--- config.mk ---
export PLATFORM = sky130hd
export DESIGN_NAME = rgb444_to_hue_sat_lum_flat
export DESIGN_NICKNAME = d
export VERILOG_FILES = /design/src/design/rgbhsl_pkg.sv /design/src/design/rgbhsl_in_if.sv /design/src/design/rgbhsl_out_if.sv /design/src/design/rgb444_to_hue_sat_lum.sv /design/src/flat_wrapper.sv
export VERILOG_INCLUDE_DIRS = /design/src /design/src/design
export SDC_FILE = /design/constraint.sdc
export NUM_CORES = 2
export LEC_CHECK = 0
export ABC_CLOCK_PERIOD_IN_PS = 17400
export BUFFER_PORTS_ARGS = -buffer_cell sky130_fd_sc_hd__buf_2
export CAP_MARGIN = 25
export CORE_MARGIN = 2
export CORE_UTILIZATION = 35
export DETAILED_ROUTE_END_ITERATION = 10
export HOLD_SLACK_MARGIN = 0.03
export PLACE_DENSITY = 0.47
export SKIP_LAST_GASP = 1
export SLEW_MARGIN = 25
export SYNTH_ARGS = -nofsm -noshare
export SYNTH_HDL_FRONTEND = slang
export SYNTH_SLANG_ARGS = --single-unit
--- constraint.sdc ---
create_clock -name clk -period 17.4 [get_ports clk]
set_clock_uncertainty 0.1 [all_clocks]
set_input_delay 3.48 -clock clk [delete_from_list [all_inputs] [get_ports clk]]
set_output_delay 3.48 -clock clk [all_outputs]
set_load 0.1 [all_outputs]
--- src/design/rgb444_to_hue_sat_lum_defines.svh ---
// assertion macros shared by the rgb444 to hue/sat/lum converter
// expects signals clk and rst_n in the scope where a macro is used
`ifndef RGB444_TO_HUE_SAT_LUM_DEFINES_SVH
`define RGB444_TO_HUE_SAT_LUM_DEFINES_SVH

// check that is switched off while reset is held
`define RGBHSL_CHK(lbl, prop, msg) \
  lbl: assert property (@(posedge clk) disable iff (!rst_n) prop) else $error(msg);

// check that also runs through reset
`define RGBHSL_CHK_RST(lbl, prop, msg) \
  lbl: assert property (@(posedge clk) prop) else $error(msg);

`endif

--- src/design/rgbhsl_pkg.sv ---
// types and constants for the rgb444 to hue/sat/lum converter
// no dependencies
package rgbhsl_pkg;

  localparam int NIB_W      = 4;
  localparam int NIB_LEVELS = 1 << NIB_W;
  localparam int COLOR_W    = 3 * NIB_W;
  localparam int FIELD_W    = 16;
  localparam int PART_W     = 13;
  localparam int HRAW_W     = 15;
  localparam int PROD_W     = 26;
  localparam int RECIP_W    = 27;
  localparam int RECIP_SH   = 36;

  localparam int SAT_SCALE  = 1 << 16;
  localparam int PART_SCALE = 1 << 12;
  localparam int SAT_LIMIT  = 16'hFFFF;

  localparam logic signed [FIELD_W-1:0] HUE_OFF_GRN = 16'sh2000;
  localparam logic signed [FIELD_W-1:0] HUE_OFF_BLU = 16'sh4000;
  localparam logic signed [FIELD_W-1:0] HUE_WRAP    = 16'sh6000;

  localparam logic [PROD_W-1:0]  HUE_SCALE = PROD_W'(2667);
  // ceil(2**RECIP_SH / 1000), exact floor division for products below 2**26
  localparam logic [RECIP_W-1:0] HUE_RECIP =
    RECIP_W'(((64'd1 << RECIP_SH) + 64'd999) / 64'd1000);

  typedef logic [NIB_W-1:0]   nib_t;
  typedef logic [COLOR_W-1:0] color_t;
  typedef logic [FIELD_W-1:0] field_t;
  typedef logic [PART_W-1:0]  part_t;

  typedef enum logic [1:0] {
    SEC_RED,
    SEC_GREEN,
    SEC_BLUE
  } hue_sec_t;

endpackage

--- src/design/rgbhsl_in_if.sv ---
// input channel of the rgb444 to hue/sat/lum converter
// depends on rgbhsl_pkg
interface rgbhsl_in_if;
  logic                  valid;
  logic                  ready;
  rgbhsl_pkg::color_t    packed_color;

  modport source (output valid, output packed_color, input ready);
  modport sink   (input valid, input packed_color, output ready);
endinterface

--- src/design/rgbhsl_out_if.sv ---
// result channel of the rgb444 to hue/sat/lum converter
// depends on rgbhsl_pkg
interface rgbhsl_out_if;
  logic                  valid;
  logic                  ready;
  rgbhsl_pkg::field_t    hue;
  rgbhsl_pkg::field_t    saturation;
  rgbhsl_pkg::field_t    luminance;

  modport source (output valid, output hue, output saturation, output luminance,
                  input ready);
  modport sink   (input valid, input hue, input saturation, input luminance,
                  output ready);
endinterface

--- src/design/rgb444_to_hue_sat_lum.sv ---
// rgb444 to hue/saturation/luminance converter, five register stages
// depends on rgbhsl_pkg, rgbhsl_in_if, rgbhsl_out_if and the defines header
//
// usage:
//   in_chan carries one 12-bit color word (red 11:8, green 7:4, blue 3:0),
//   out_chan returns hue, saturation and luminance, one word per input word,
//   in input order. both channels use valid/ready; a word moves on a clock
//   edge where both are high.
//   a new word is accepted every cycle while the receiver keeps ready high,
//   so throughput is one word per clock.
//   stage 1 finds max, min and spread, stage 2 reads the quotient tables,
//   stage 3 forms and wraps the raw hue, stage 4 multiplies by 2667 and
//   stage 5 divides by 1000 through a reciprocal multiply.
//   when out_chan.ready is low the pipeline compacts: empty stages still
//   fill, and in_chan.ready drops only when every stage holds a word.
//   synchronous reset empties all stages; words in flight are dropped.
`include "rgb444_to_hue_sat_lum_defines.svh"

module rgb444_to_hue_sat_lum (
  input  logic                clk,
  input  logic                rst_n,
  rgbhsl_in_if.sink           in_chan,
  rgbhsl_out_if.source        out_chan
);

  // constant quotient tables
  rgbhsl_pkg::field_t sat_lut  [rgbhsl_pkg::NIB_LEVELS][rgbhsl_pkg::NIB_LEVELS];
  rgbhsl_pkg::part_t  part_lut [rgbhsl_pkg::NIB_LEVELS][rgbhsl_pkg::NIB_LEVELS];

  for (genvar m = 0; m < rgbhsl_pkg::NIB_LEVELS; m++) begin : g_row
    for (genvar s = 0; s < rgbhsl_pkg::NIB_LEVELS; s++) begin : g_col
      localparam int SatQ  = (m == 0) ? 0 :
                             (s * rgbhsl_pkg::SAT_SCALE) / ((m == 0) ? 1 : m);
      localparam int PartQ = (m * rgbhsl_pkg::PART_SCALE) / ((s == 0) ? 1 : s);
      assign sat_lut[m][s]  = (SatQ > rgbhsl_pkg::SAT_LIMIT) ?
                              rgbhsl_pkg::FIELD_W'(rgbhsl_pkg::SAT_LIMIT) :
                              rgbhsl_pkg::FIELD_W'(SatQ);
      assign part_lut[m][s] = rgbhsl_pkg::PART_W'(PartQ);
    end
  end

  // stage valid and advance
  logic s1_v_r, s2_v_r, s3_v_r, s4_v_r, s5_v_r;
  logic adv1, adv2, adv3, adv4, adv5;

  assign adv5 = !s5_v_r || out_chan.ready;
  assign adv4 = !s4_v_r || adv5;
  assign adv3 = !s3_v_r || adv4;
  assign adv2 = !s2_v_r || adv3;
  assign adv1 = !s1_v_r || adv2;

  assign in_chan.ready = adv1;

  always_ff @(posedge clk) begin
    if (!rst_n) begin
      s1_v_r <= 1'b0;
      s2_v_r <= 1'b0;
      s3_v_r <= 1'b0;
      s4_v_r <= 1'b0;
      s5_v_r <= 1'b0;
    end else begin
      if (adv1) s1_v_r <= in_chan.valid;
      if (adv2) s2_v_r <= s1_v_r;
      if (adv3) s3_v_r <= s2_v_r;
      if (adv4) s4_v_r <= s3_v_r;
      if (adv5) s5_v_r <= s4_v_r;
    end
  end

  // stage 1: max, min, spread, sector
  rgbhsl_pkg::nib_t     red_nxt, grn_nxt, blu_nxt;
  rgbhsl_pkg::nib_t     max_rg, min_rg, max_nxt, min_nxt, spr_nxt;
  rgbhsl_pkg::hue_sec_t sec_nxt;

  rgbhsl_pkg::nib_t     s1_red_r, s1_grn_r, s1_blu_r, s1_max_r, s1_spr_r;
  rgbhsl_pkg::hue_sec_t s1_sec_r;

  always_comb begin
    red_nxt = in_chan.packed_color[11:8];
    grn_nxt = in_chan.packed_color[7:4];
    blu_nxt = in_chan.packed_color[3:0];
    max_rg  = (red_nxt > grn_nxt) ? red_nxt : grn_nxt;
    min_rg  = (red_nxt < grn_nxt) ? red_nxt : grn_nxt;
    max_nxt = (blu_nxt > max_rg) ? blu_nxt : max_rg;
    min_nxt = (blu_nxt < min_rg) ? blu_nxt : min_rg;
    spr_nxt = max_nxt - min_nxt;
    if (red_nxt == max_nxt) begin
      sec_nxt = rgbhsl_pkg::SEC_RED;
    end else if (grn_nxt == max_nxt) begin
      sec_nxt = rgbhsl_pkg::SEC_GREEN;
    end else begin
      sec_nxt = rgbhsl_pkg::SEC_BLUE;
    end
  end

  always_ff @(posedge clk) begin
    if (adv1) begin
      s1_red_r <= red_nxt;
      s1_grn_r <= grn_nxt;
      s1_blu_r <= blu_nxt;
      s1_max_r <= max_nxt;
      s1_spr_r <= spr_nxt;
      s1_sec_r <= sec_nxt;
    end
  end

  // stage 2: table reads
  rgbhsl_pkg::nib_t     d_red, d_grn, d_blu;
  rgbhsl_pkg::part_t    s2_rp_r, s2_gp_r, s2_bp_r;
  rgbhsl_pkg::field_t   s2_sat_r;
  rgbhsl_pkg::nib_t     s2_max_r;
  rgbhsl_pkg::hue_sec_t s2_sec_r;

  assign d_red = s1_max_r - s1_red_r;
  assign d_grn = s1_max_r - s1_grn_r;
  assign d_blu = s1_max_r - s1_blu_r;

  always_ff @(posedge clk) begin
    if (adv2) begin
      s2_rp_r  <= part_lut[d_red][s1_spr_r];
      s2_gp_r  <= part_lut[d_grn][s1_spr_r];
      s2_bp_r  <= part_lut[d_blu][s1_spr_r];
      s2_sat_r <= sat_lut[s1_max_r][s1_spr_r];
      s2_max_r <= s1_max_r;
      s2_sec_r <= s1_sec_r;
    end
  end

  // stage 3: raw hue with wrap
  logic signed [rgbhsl_pkg::FIELD_W-1:0] rp_s, gp_s, bp_s, hsum, hwrap;
  logic [rgbhsl_pkg::HRAW_W-1:0]         s3_hraw_r;
  rgbhsl_pkg::field_t                    s3_sat_r;
  rgbhsl_pkg::nib_t                      s3_max_r;

  always_comb begin
    rp_s = $signed({{(rgbhsl_pkg::FIELD_W - rgbhsl_pkg::PART_W){1'b0}}, s2_rp_r});
    gp_s = $signed({{(rgbhsl_pkg::FIELD_W - rgbhsl_pkg::PART_W){1'b0}}, s2_gp_r});
    bp_s = $signed({{(rgbhsl_pkg::FIELD_W - rgbhsl_pkg::PART_W){1'b0}}, s2_bp_r});
    case (s2_sec_r)
      rgbhsl_pkg::SEC_RED:   hsum = bp_s - gp_s;
      rgbhsl_pkg::SEC_GREEN: hsum = rgbhsl_pkg::HUE_OFF_GRN + rp_s - bp_s;
      rgbhsl_pkg::SEC_BLUE:  hsum = rgbhsl_pkg::HUE_OFF_BLU + gp_s - rp_s;
      default:               hsum = '0;
    endcase
    hwrap = (hsum < 0) ? hsum + rgbhsl_pkg::HUE_WRAP : hsum;
  end

  always_ff @(posedge clk) begin
    if (adv3) begin
      s3_hraw_r <= hwrap[rgbhsl_pkg::HRAW_W-1:0];
      s3_sat_r  <= s2_sat_r;
      s3_max_r  <= s2_max_r;
    end
  end

  // stage 4: scale by 2667
  logic [rgbhsl_pkg::PROD_W-1:0] s4_prod_nxt, s4_prod_r;
  rgbhsl_pkg::field_t            s4_sat_r;
  rgbhsl_pkg::nib_t              s4_max_r;

  assign s4_prod_nxt = rgbhsl_pkg::PROD_W'(s3_hraw_r) * rgbhsl_pkg::HUE_SCALE;

  always_ff @(posedge clk) begin
    if (adv4) begin
      s4_prod_r <= s4_prod_nxt;
      s4_sat_r  <= s3_sat_r;
      s4_max_r  <= s3_max_r;
    end
  end

  // stage 5: divide by 1000 via reciprocal
  localparam int QW = rgbhsl_pkg::PROD_W + rgbhsl_pkg::RECIP_W;
  logic [QW-1:0]      recip_prod;
  rgbhsl_pkg::field_t s5_hue_r, s5_sat_r;
  rgbhsl_pkg::nib_t   s5_max_r;

  assign recip_prod = QW'(s4_prod_r) * QW'(rgbhsl_pkg::HUE_RECIP);

  always_ff @(posedge clk) begin
    if (adv5) begin
      s5_hue_r <= recip_prod[rgbhsl_pkg::RECIP_SH +: rgbhsl_pkg::FIELD_W];
      s5_sat_r <= s4_sat_r;
      s5_max_r <= s4_max_r;
    end
  end

  assign out_chan.valid      = s5_v_r;
  assign out_chan.hue        = s5_hue_r;
  assign out_chan.saturation = s5_sat_r;
  assign out_chan.luminance  = {s5_max_r, s5_max_r, s5_max_r, 4'b0000};

  `RGBHSL_CHK_RST(a_rst_empty, !rst_n |=> !s1_v_r && !s5_v_r, "pipeline not empty after reset")
  `RGBHSL_CHK(a_stall_hold, s4_v_r && s5_v_r && !out_chan.ready |=> s4_v_r && s5_v_r, "word lost in stall")
  `RGBHSL_CHK(a_black_zero, out_chan.valid && out_chan.luminance == '0 |-> out_chan.saturation == '0 && out_chan.hue == '0, "black gives nonzero sat or hue")
  `RGBHSL_CHK(a_grey_hue, out_chan.valid && out_chan.saturation == '0 |-> out_chan.hue == '0, "grey gives nonzero hue")

endmodule

--- src/flat_wrapper.sv ---
// flat-port wrapper written by rule: the top's interface ports become plain ports
module rgb444_to_hue_sat_lum_flat 
  (clk, rst_n, in_chan_valid, in_chan_packed_color, in_chan_ready, out_chan_valid, out_chan_hue, out_chan_saturation, out_chan_luminance, out_chan_ready);
  rgbhsl_in_if in_chan_i ();
  rgbhsl_out_if out_chan_i ();
  input  logic clk;
  input  logic rst_n;
  input wire logic [$bits(in_chan_i.valid)-1:0] in_chan_valid;
  input wire logic [$bits(in_chan_i.packed_color)-1:0] in_chan_packed_color;
  output wire logic [$bits(in_chan_i.ready)-1:0] in_chan_ready;
  output wire logic [$bits(out_chan_i.valid)-1:0] out_chan_valid;
  output wire logic [$bits(out_chan_i.hue)-1:0] out_chan_hue;
  output wire logic [$bits(out_chan_i.saturation)-1:0] out_chan_saturation;
  output wire logic [$bits(out_chan_i.luminance)-1:0] out_chan_luminance;
  input wire logic [$bits(out_chan_i.ready)-1:0] out_chan_ready;
  assign in_chan_i.valid = in_chan_valid;
  assign in_chan_i.packed_color = in_chan_packed_color;
  assign in_chan_ready = in_chan_i.ready;
  assign out_chan_valid = out_chan_i.valid;
  assign out_chan_hue = out_chan_i.hue;
  assign out_chan_saturation = out_chan_i.saturation;
  assign out_chan_luminance = out_chan_i.luminance;
  assign out_chan_i.ready = out_chan_ready;
  rgb444_to_hue_sat_lum u_core (.clk(clk), .rst_n(rst_n), .in_chan(in_chan_i), .out_chan(out_chan_i));
endmodule
Word level (Yosys, flattened, before mapping)
Memories as Yosys holds them, arrays and structs flattened. Index checks and enable logic that the tools add are counted.

Logic and storage cells: 99. Register bits: 205. ROM bits: 14080. Input port bits: 16. Output and inout bits: 50. Memories: 4.

Eq/ne operators: 4. Reductions and logical operators: 11. Muxes and demuxes: 27. Bitwise gates (word level): 5. Multipliers: 2. Magnitude comparators: 10. Add/subtract/negate cells: 10.

Memory list: (no name shown) (words 16, bits a word 256, rd ports 1, clocked after Yosys merged registers in 0, wr ports 0, line rgb444_to_hue_sat_lum.sv:123) `s2_sat_r <= sat_lut[s1_max_r][s1_spr_r];`; (no name shown) (words 16, bits a word 208, rd ports 1, clocked after Yosys merged registers in 0, wr ports 0, line rgb444_to_hue_sat_lum.sv:121) `s2_gp_r <= part_lut[d_grn][s1_spr_r];`; (no name shown) (words 16, bits a word 208, rd ports 1, clocked after Yosys merged registers in 0, wr ports 0, line rgb444_to_hue_sat_lum.sv:122) `s2_bp_r <= part_lut[d_blu][s1_spr_r];`; (no name shown) (words 16, bits a word 208, rd ports 1, clocked after Yosys merged registers in 0, wr ports 0, line rgb444_to_hue_sat_lum.sv:120) `s2_rp_r <= part_lut[d_red][s1_spr_r];`.

Operators with widths (count): $mux W208 (6); $mux W256 (2); $bmux W13 S4 (3); $mux W13 (6); $bmux W16 S4 (1); $mul A26 B27 Y52 const B (1); $pmux W16 S3 (1); $mux W16 (2); $sub A16 B14 Y16 (2); $mul A15 B12 Y26 const B (1); $ge A5 B5 Y1 const B (5); $not A4 Y5 (5); $add A15 B13 Y16 const A (1); $lt A16 B1 Y1 const B (1); $mux W4 (4); $sub A4 B4 Y4 (4); $add A14 B13 Y15 const A (1); $add A15 B14 Y15 const B (1); $mux W15 (1); $sub A13 B13 Y14 (1); $eq A4 B4 Y1 (2); $gt A4 B4 Y1 (2); $lt A4 B4 Y1 (2); $logic_not A1 Y1 (5); 5 further kinds (9).

Logic depth before layout (Yosys ltp)
Depth in word-level cells: 8. Depth in mapped cells: 25. Gate-level depth less buffers: 25.

Worst setup path after synthesis
No wires, ideal clock.

Path type: input -> output. Start point: input out_chan_ready. End point: output in_chan_ready. Setup slack: 8.627 ns. Arrival time: 5.193 ns. Cell stages on the path: 3. Path through: nor2b_1 > and3_1 > nand3_1.

Word-level cells in the longest chain between the ends: 5.

RTL lines: start: declaration (line flat_wrapper.sv:15) `input wire logic [$bits(out_chan_i.ready)-1:0] out_chan_ready;`; $logic_or A1 B1 Y1 (line rgb444_to_hue_sat_lum.sv:46) `assign adv5 = !s5_v_r || out_chan.ready;`; $logic_or A1 B1 Y1 (line rgb444_to_hue_sat_lum.sv:47) `assign adv4 = !s4_v_r || adv5;`; $logic_or A1 B1 Y1 (line rgb444_to_hue_sat_lum.sv:48) `assign adv3 = !s3_v_r || adv4;`; $logic_or A1 B1 Y1 (line rgb444_to_hue_sat_lum.sv:49) `assign adv2 = !s2_v_r || adv3;`; $logic_or A1 B1 Y1 (line rgb444_to_hue_sat_lum.sv:50) `assign adv1 = !s1_v_r || adv2;`; end: declaration (line flat_wrapper.sv:10) `output wire logic [$bits(in_chan_i.ready)-1:0] in_chan_ready;`.

Every way passes these cells.

Worst setup path in the final report
Same ends and word-level chain as after synthesis.

==> impl_summary.txt <==
----------------------------------------------------
[Hold path]
  Cells on Worst Hold Path ... 0
  Worst Hold Path EP ... u_core.s3_max_r[2]
  Hold path startpoint ... u_core.s2_max_r[2]
  Class of the most critical hold timing path ... reg -> reg

[Setup path]
  Arrival time at the worst endpoint ... between 4 and 5 ns
  Reg-to-Reg Start ... u_core.s4_prod_r[15]
  Crit-path slowest cell ... and3_1
  Maximum fanout count along the critical path ... 24
  Register-to-Register Setup Slack ... about 10 ns
  Critical Path RT ... 13.82 ns
  Most common cell on crit path ... buf_2
  Critical Path Sink Type ... output pin
  Worst R2R Path Depth ... 23
  Max incr delay on CP ... 0.33 ns
  Kind of start point of the critical path ... input port
  Critical path start-end classification ... in -> out
  Worst r2r dst ... u_core.out_chan.hue[15]
  Crit-path cells ... buf_2 > nor2b_1 > and3_1 > nand3_1 > buf_4 > buf_2

[Logic synthesis]
  Most numerous cell in the Yosys netlist ... inv_1
  Combined area of all synthesized cells ... 31700 um2
  Cell type contributing the most total cell area after synthesis ... edfxtp_1
  Portion of the post-synthesis area used by sequential elements ... 0.192
  Leading cell types by count after synthesis ... 630 x inv_1, 471 x ha_1, 274 x fa_1
  Asr flop ratio synth ... 0
  Syn Area/Cell ... 8.87 um2
  Most area-consuming cells after synthesis ... edfxtp_1 19%, ha_1 19%, fa_1 17%, inv_1 7.4%, a21oi_1 3.9%
  Ys Warns ... 0
  Top-area cell type share of the netlist area ... 0.189
  Flop and latch count out of synthesis ... 205
  Distinct cell type count of the synthesized netlist ... 100
  Number of flops mapped to enable cells by yosys ... 200
  Number of instances in the synthesized netlist ... approximately 3600
  Most instantiated flip-flop cell in the synthesis netlist ... edfxtp_1

[Die]
  Top-Level Pins ... 66
  Die outline area ... 93100 um2
  Height of the chip ... around 300 um
  Effective utilization at floorplan ... 0.353
  Row cnt ... 110
  Horizontal die dimension ... 305 um
  Area of the placeable core ... between 90000 and 100000 um2

[Clocking]
  Inserted Clock Buffers ... 29
  Post-CTS setup buffer count ... 0
  Level count of the clock H-tree ... 1
  Clock tree root buffer cell ... clkbuf_16
  Worst skew pair latency ... 0.59 ns
  Clock tree buffer depth ... 3
  Clock transition at the registers of the reported paths ... 0.06 ns
  Clock tree from TritonCTS ... built
  Number of cells upsized or downsized after cts ... 0
  Cts-stage hold buffer count ... 0
  TritonCTS sink count ... 205

[Layout]
  Total of fill cells in the finished design ... 9233
  Final antenna diode count ... 0
  Nets ... roughly 4300
  Share of layout cells above drive strength 1 ... 0.0631
  Synthesis-to-layout area growth ... 7.38%

[Timing]
  Highest clock rate ... 118 MHz
  Number of hold-slack violations in the final timing report ... 0
  Number of setup violations in the final report ... 0
  Minimum clock period ... approximately 8.5 ns
  Final critical-path setup slack ... 8.91 ns
  RSZ-0062 raised after global routing ... no
  Aggregate negative setup slack ... 0 ns
  Hold WS ... between 0.3 and 0.4 ns
  Max Transition Viols Final ... 0
  Transition time at the pin with the least slew margin ... 1.10 ns
  Normalized max-slew margin ... 0.269
  Tcrit/Tclk final ... 0.488

[Routing]
  WL per Instance ... 21.0 um
  Routed Antenna Nets ... 0
  Via Count ... 26034
  First-iteration detailed-routing DRC count ... 2569
  Final WL ... 99700 um
  Detailed-router iteration count before antenna repair ... 6
  Via count normalized by instance count ... 5.49
  DRC violation count after routing ... 0

[Global routing]
  Congestion Overflow GR ... 0
  Most heavily used metal layer in global routing ... met2
  GR Layer Usage met1 ... 0.289
  Via count of the first global-routing pass ... 26388
  Fraction of met2 tracks used by global routing ... 0.357
  Total routing usage reported by global routing ... 0.214
  Initial antenna violation count ... 2
  Wire length of the first global-routing pass ... 157000 um
  Largest net degree at the start of global routing ... 176
  Global routing usage on met3 ... 0.0233

[Placed design]
  Post-DP HPWL ... 77000 um
  Post-placement setup slack ... between 8 and 9 ns
  Placer congestion estimate ... 0.957
  Number of port buffers ... 61

[Job]
  Number of max-cap violations ... 0

[Run status]
  Status ... completed

----------------------------------------------------
[cells by family after synthesis]
group,count (synthesis),synth area share
AOI/OAI and AO/OA,942,0.193
xor gates and xnor gates,88,0.0272
adders and majority gates,746,0.359
buffers and inverters,801,0.0969
DFF,205,0.192
muxes,53,0.0242
other,1,0.000118
and+or+nand+nor,743,0.107
[worst max path at each step]
stage,startpoint,to,slack (ns),cells after the start
final,out_chan_ready,in_chan_ready,8.91,6
after global routing,out_chan_ready,in_chan_ready,8.73,6
after CTS,out_chan_ready,in_chan_ready,8.88,6
after detailed placement,out_chan_ready,in_chan_ready,8.89,6
after global placement,out_chan_ready,in_chan_ready,8.91,6
after floorplan,out_chan_ready,in_chan_ready,8.63,3
[sequential cells by signal, indices dropped and copies added (netlist names), 13 cells and up]
name and flops:
u_core.s2_gp_r 13, u_core.s2_bp_r 13, u_core.s3_hraw_r 15, u_core.s4_prod_r 26, u_core.s2_rp_r 13, u_core.s4_sat_r 16
u_core.out_chan.saturation 16, u_core.out_chan.hue 16, u_core.s2_sat_r 16, u_core.s3_sat_r 16
[layout by cell type, fill, tap and decap left out, types with 22 or more instances in the layout]
cell | Yosys | layout
inv_1 | 630 | 629
o211ai_1 | 38 | 38
nand2_1 | 259 | 257
a21o_1 | 43 | 43
o22ai_1 | 27 | 27
buf_4 | 13 | 37
nand3_1 | 85 | 85
a21oi_1 | 250 | 250
a31oi_1 | 34 | 34
o21ai_0 | 198 | 198
o31ai_1 | 27 | 27
edfxtp_1 | 200 | 200
nor2_1 | 204 | 202
buf_2 | 12 | 62
ha_1 | 471 | 471
nor2b_1 | 26 | 26
xnor2_1 | 59 | 59
o21a_1 | 33 | 33
a211oi_1 | 47 | 47
fa_1 | 274 | 274
mux2i_1 | 24 | 24
o21ai_1 | 24 | 24
nor3_1 | 54 | 54
clkbuf_16 | 0 | 29
nand2b_1 | 22 | 22
[critical path, delay by kind of cell]
family | cells | cell delay [ns]
buffers and inverters | 3 | 0.65
AND/OR/NAND/NOR | 3 | 0.75
[final cells by class]
type                    count  area [um2]  area share
flip-flops and latches    205        6110       0.179
clock buffers              33         741      0.0217
repair buffers            100         608      0.0178
inverters                 633        2380      0.0697
multi-input cells        2576       22600       0.663
well taps                1176        1470      0.0432
clock inverters            20         181     0.00532
[per-layer routing]
metal / vias to the layer above / share of wire
li1: 12394 / -
met1: 12417 / 0.44
met2: 1029 / 0.46
met3: 194 / 0.061
met4: 0 / 0.037
met5: - / 0
[through the flow]
stage	area, um2	cells	utilization
6_report	34100	4743	0.379
5_1_grt	34100	4743	0.379
4_1_cts	34100	4743	0.379
3_5_place_dp	33200	4690	0.369
3_3_place_gp	33200	4689	0.368
2_1_floorplan	31800	3582	-
Power is not shown: default switching activity piles up to over one toggle a cycle in this logic, so the estimate is an artifact.
